`src/design/hcb_ram.sv`:
```
`timescale 1ns / 1ps
// ----------------------------------------------------------------------------
// hcb_ram
// Simple dual-port RAM: one write port, one read port with registered data.
// ----------------------------------------------------------------------------
module hcb_ram #(
  parameter int Width = 8,
  parameter int AddrW = 7
) (
  input  logic             clk_i,
  input  logic             we_i,
  input  logic [AddrW-1:0] waddr_i,
  input  logic [Width-1:0] wdata_i,
  input  logic             re_i,
  input  logic [AddrW-1:0] raddr_i,
  output logic [Width-1:0] rdata_o
);

  logic [Width-1:0] mem [2**AddrW];

  always_ff @(posedge clk_i) begin
    if (we_i) begin
      mem[waddr_i] <= wdata_i;
    end
  end

  always_ff @(posedge clk_i) begin
    if (re_i) begin
      rdata_o <= mem[raddr_i];
    end
  end

endmodule

```
`config.mk`:
```
export PLATFORM = sky130hd
export DESIGN_NAME = hcb_ram
export DESIGN_NICKNAME = d
export VERILOG_FILES = /design/src/design/hcb_ram.sv
export SDC_FILE = /design/constraint.sdc
export NUM_CORES = 1
export LEC_CHECK = 0
export BUFFER_PORTS_ARGS = -buffer_cell sky130_fd_sc_hd__buf_2
export CORE_MARGIN = 2
export CORE_UTILIZATION = 50
export DETAILED_ROUTE_END_ITERATION = 8
export GPL_ROUTABILITY_DRIVEN = 1
export PLACE_DENSITY_LB_ADDON = 0.1
export RECOVER_POWER = 100
export SLEW_MARGIN = 20
export SYNTH_ARGS = -nofsm -noshare
export SYNTH_HDL_FRONTEND = slang
export SYNTH_SLANG_ARGS = --single-unit
```
`constraint.sdc`:
```
create_clock -name clk_i -period 6.3 [get_ports clk_i]
set_clock_uncertainty 0.2 [all_clocks]
set_input_delay 0 -clock clk_i [delete_from_list [all_inputs] [get_ports clk_i]]
set_output_delay 0 -clock clk_i [all_outputs]
set_load 0.03 [all_outputs]
```
==> run metrics <==
outcome=finished, violations left; failing checks=capacitance limit, slew limit; Post-Synthesis Cells=1635; CP Max Fanout=61; Worst Slack Setup Final=1.91 ns; row count=103; TritonCTS buffer count=106; vias in the first global route=18200; CTS root buf=clkbuf_16; RSZ-0062 raised after global routing=no; VDD IR max=0.232 mV; post-synth net total=1660; Mapped Area=39700 µm²; Remaining DRCs=0; cell repeated most along the worst path=mux4_2; Die Y=286 µm; # setup viols final=0; Slew @ Worst Pin=3.18 ns; # port buffers=32; vias=17600; Worst-path clk slew=0.06 ns; cell-by-cell trace of the critical path=buf_8 -> clkbuf_2 -> mux4_2 -> mux4_2 -> mux4_2 -> mux2_2 -> dlygate4sd3_1; Post-Layout Cell Count=2874; dpl hpwl=53.4 mm; total track usage=22.4%; Skew-Pair Late Insertion Delay=0.66 ns; initial antenna violation count=5; TNS Setup=0 ns; Yosys reg bits=1032; Max Buffers Root-to-Sink=3; critical path class=in -> reg; synthesis-to-finish area growth=12.0%; CP Capture Type=register; Hold WC Path Type=in -> reg; slew margin rel.=-112%; Slowest-stage cell, CP=clkbuf_2; WP data required=6.50 ns; largest net degree at the start of global routing=117; layout cell share with drive strength beyond 1=27.8%; Worst Path Arrival=4.59 ns; Netlist cell types=16; DR top layer=met5; initial DRC count=1967; die area=81800 µm²; I/O Pins=33; Max-Cap Viols=17; DR WL met2=43.9 mm; critical path's largest stage delay=1.43 ns; H-tree levels=3; pwr dens=318 nW/µm²; Leak Pwr=13.5 nW; antenna-violating nets left=0; total grt overflow=0; Met3 Wirelength=5.83 mm; sequential cell area fraction in the yosys report=78.0%; vias per cell=6.14; fmax=228 MHz; min cycle time layout=4.39 ns; first-pass GRT wire length=130 mm; sum of routed wire segments on met1=37.8 mm; final hold vios=0; Initial Utilization=50.4%; Final nets=1766; post-CTS setup buffer count=0; CTS tree=done; share of the clock period used by the worst path=69.7%; Die W=286 µm; synthesized area per cell=24.3 µm²; number of iterations in the first detailed-routing pass=5; CTS Sinks=1032; final WL=89.7 mm; CORE AREA=78900 µm²; max-slew violation count=672; drt wl/cell=31.2 µm; DP Cell Count=2661; Post-Place Worst Slack=2.67 ns; CP Launch Type=primary input; hold_ws=0.0997 ns; GP Congestion=0.759; Ys Warns=0
per-stage QoR:
stage | util (%) | power [mW] | cell area [µm²]
detailed placement | 52.3 | 8.45 | 41200
global placement | 52.2 | 8.43 | 41200
finish | 56.4 | 14.1 | 44500
CTS | 56.6 | 14.3 | 44600
global route | 56.4 | 14.5 | 44500
floorplan | - | 8.14 | 39700
power breakdown:
part	total, mW	switching, mW	internal [mW]
registers	7.61	0.0117	7.60
clock network	5.83	2.51	3.32
logic	0.695	0.415	0.280
total	14.1	2.94	11.2
synth_stat cells:
master    number  area share (%)
buf_1         18            0.17
buf_2         15            0.19
buf_4         11            0.21
buf_6          1           0.028
clkbuf_1      44            0.42
edfxtp_1    1032              78
mux2_2         8            0.23
mux4_2       336              19
nand2_1       14            0.13
nand2b_1       2           0.031
nand3_1       12            0.15
nand4_1        3           0.047
nor2_1       122             1.2
nor2b_1        7            0.11
nor3_1         9            0.11
or3_1          1           0.016
worst paths after layout:
check / end / cells past startpoint / from / slack (ns)
max reg2reg: rdata_o[0]$_DFFE_PP_ / 5 / mem[28][0]$_DFFE_PP_ / 3.02
min reg2reg: rdata_o[1]$_DFFE_PP_ / 4 / mem[110][1]$_DFFE_PP_ / 1.00
max: rdata_o[0]$_DFFE_PP_ / 7 / raddr_i[0] / 1.91
min: rdata_o[3]$_DFFE_PP_ / 3 / raddr_i[3] / 0.1
final cells by class:
type                            instances  area, µm²
Tap cell                             1050       1310
Timing Repair Buffer                   87        643
Clock inverter                         48        350
Multi-Input combinational cell        514       8350
Clock buffer                          141       2850
Sequential cell                      1032      31000
Fill cell                            5896      34400
Antenna cell                            2       5.00
layer usage:
metal / vias to the layer above / global-route usage (%)
li1: 7257 / -
met1: 9687 / 32.4
met2: 577 / 35.5
met3: 118 / 4.45
met4: 2 / 6.10
met5: - / 0
layout by cell type (no fill, tap or decap), types with 12 or more instances in the layout:
cell type / count
nand2_1: 14
mux4_2: 336
edfxtp_1: 1032
clkbuf_16: 109
clkinv_2: 14
nor2_1: 122
nand3_1: 12
clkinv_1: 25
clkbuf_1: 67
buf_4: 12
dlygate4sd3_1: 21
repair_timing:
| item | 4_1_cts | 5_1_grt |
|---|---|---|
| resized for setup | 0 | 0 |
| endpoints found under the hold margin | 529 | 0 |
| hold buffers | 21 | 0 |
critical path, delay by kind of cell:
family,cells,cell delay (ns)
buffers and inverters,3,2.44
multiplexers,4,2.06
kinds of logic after synthesis:
logic type | synth area share [%]
simple gates | 1.75
buf+inv | 1.01
flops | 78.0
mux | 19.3
sequential cells by signal, summed over array words and instances (netlist names):
| name | cells |
|---|---|
| rdata_o | 8 |
| mem | 1024 |
(Power assumes the default switching activity.)
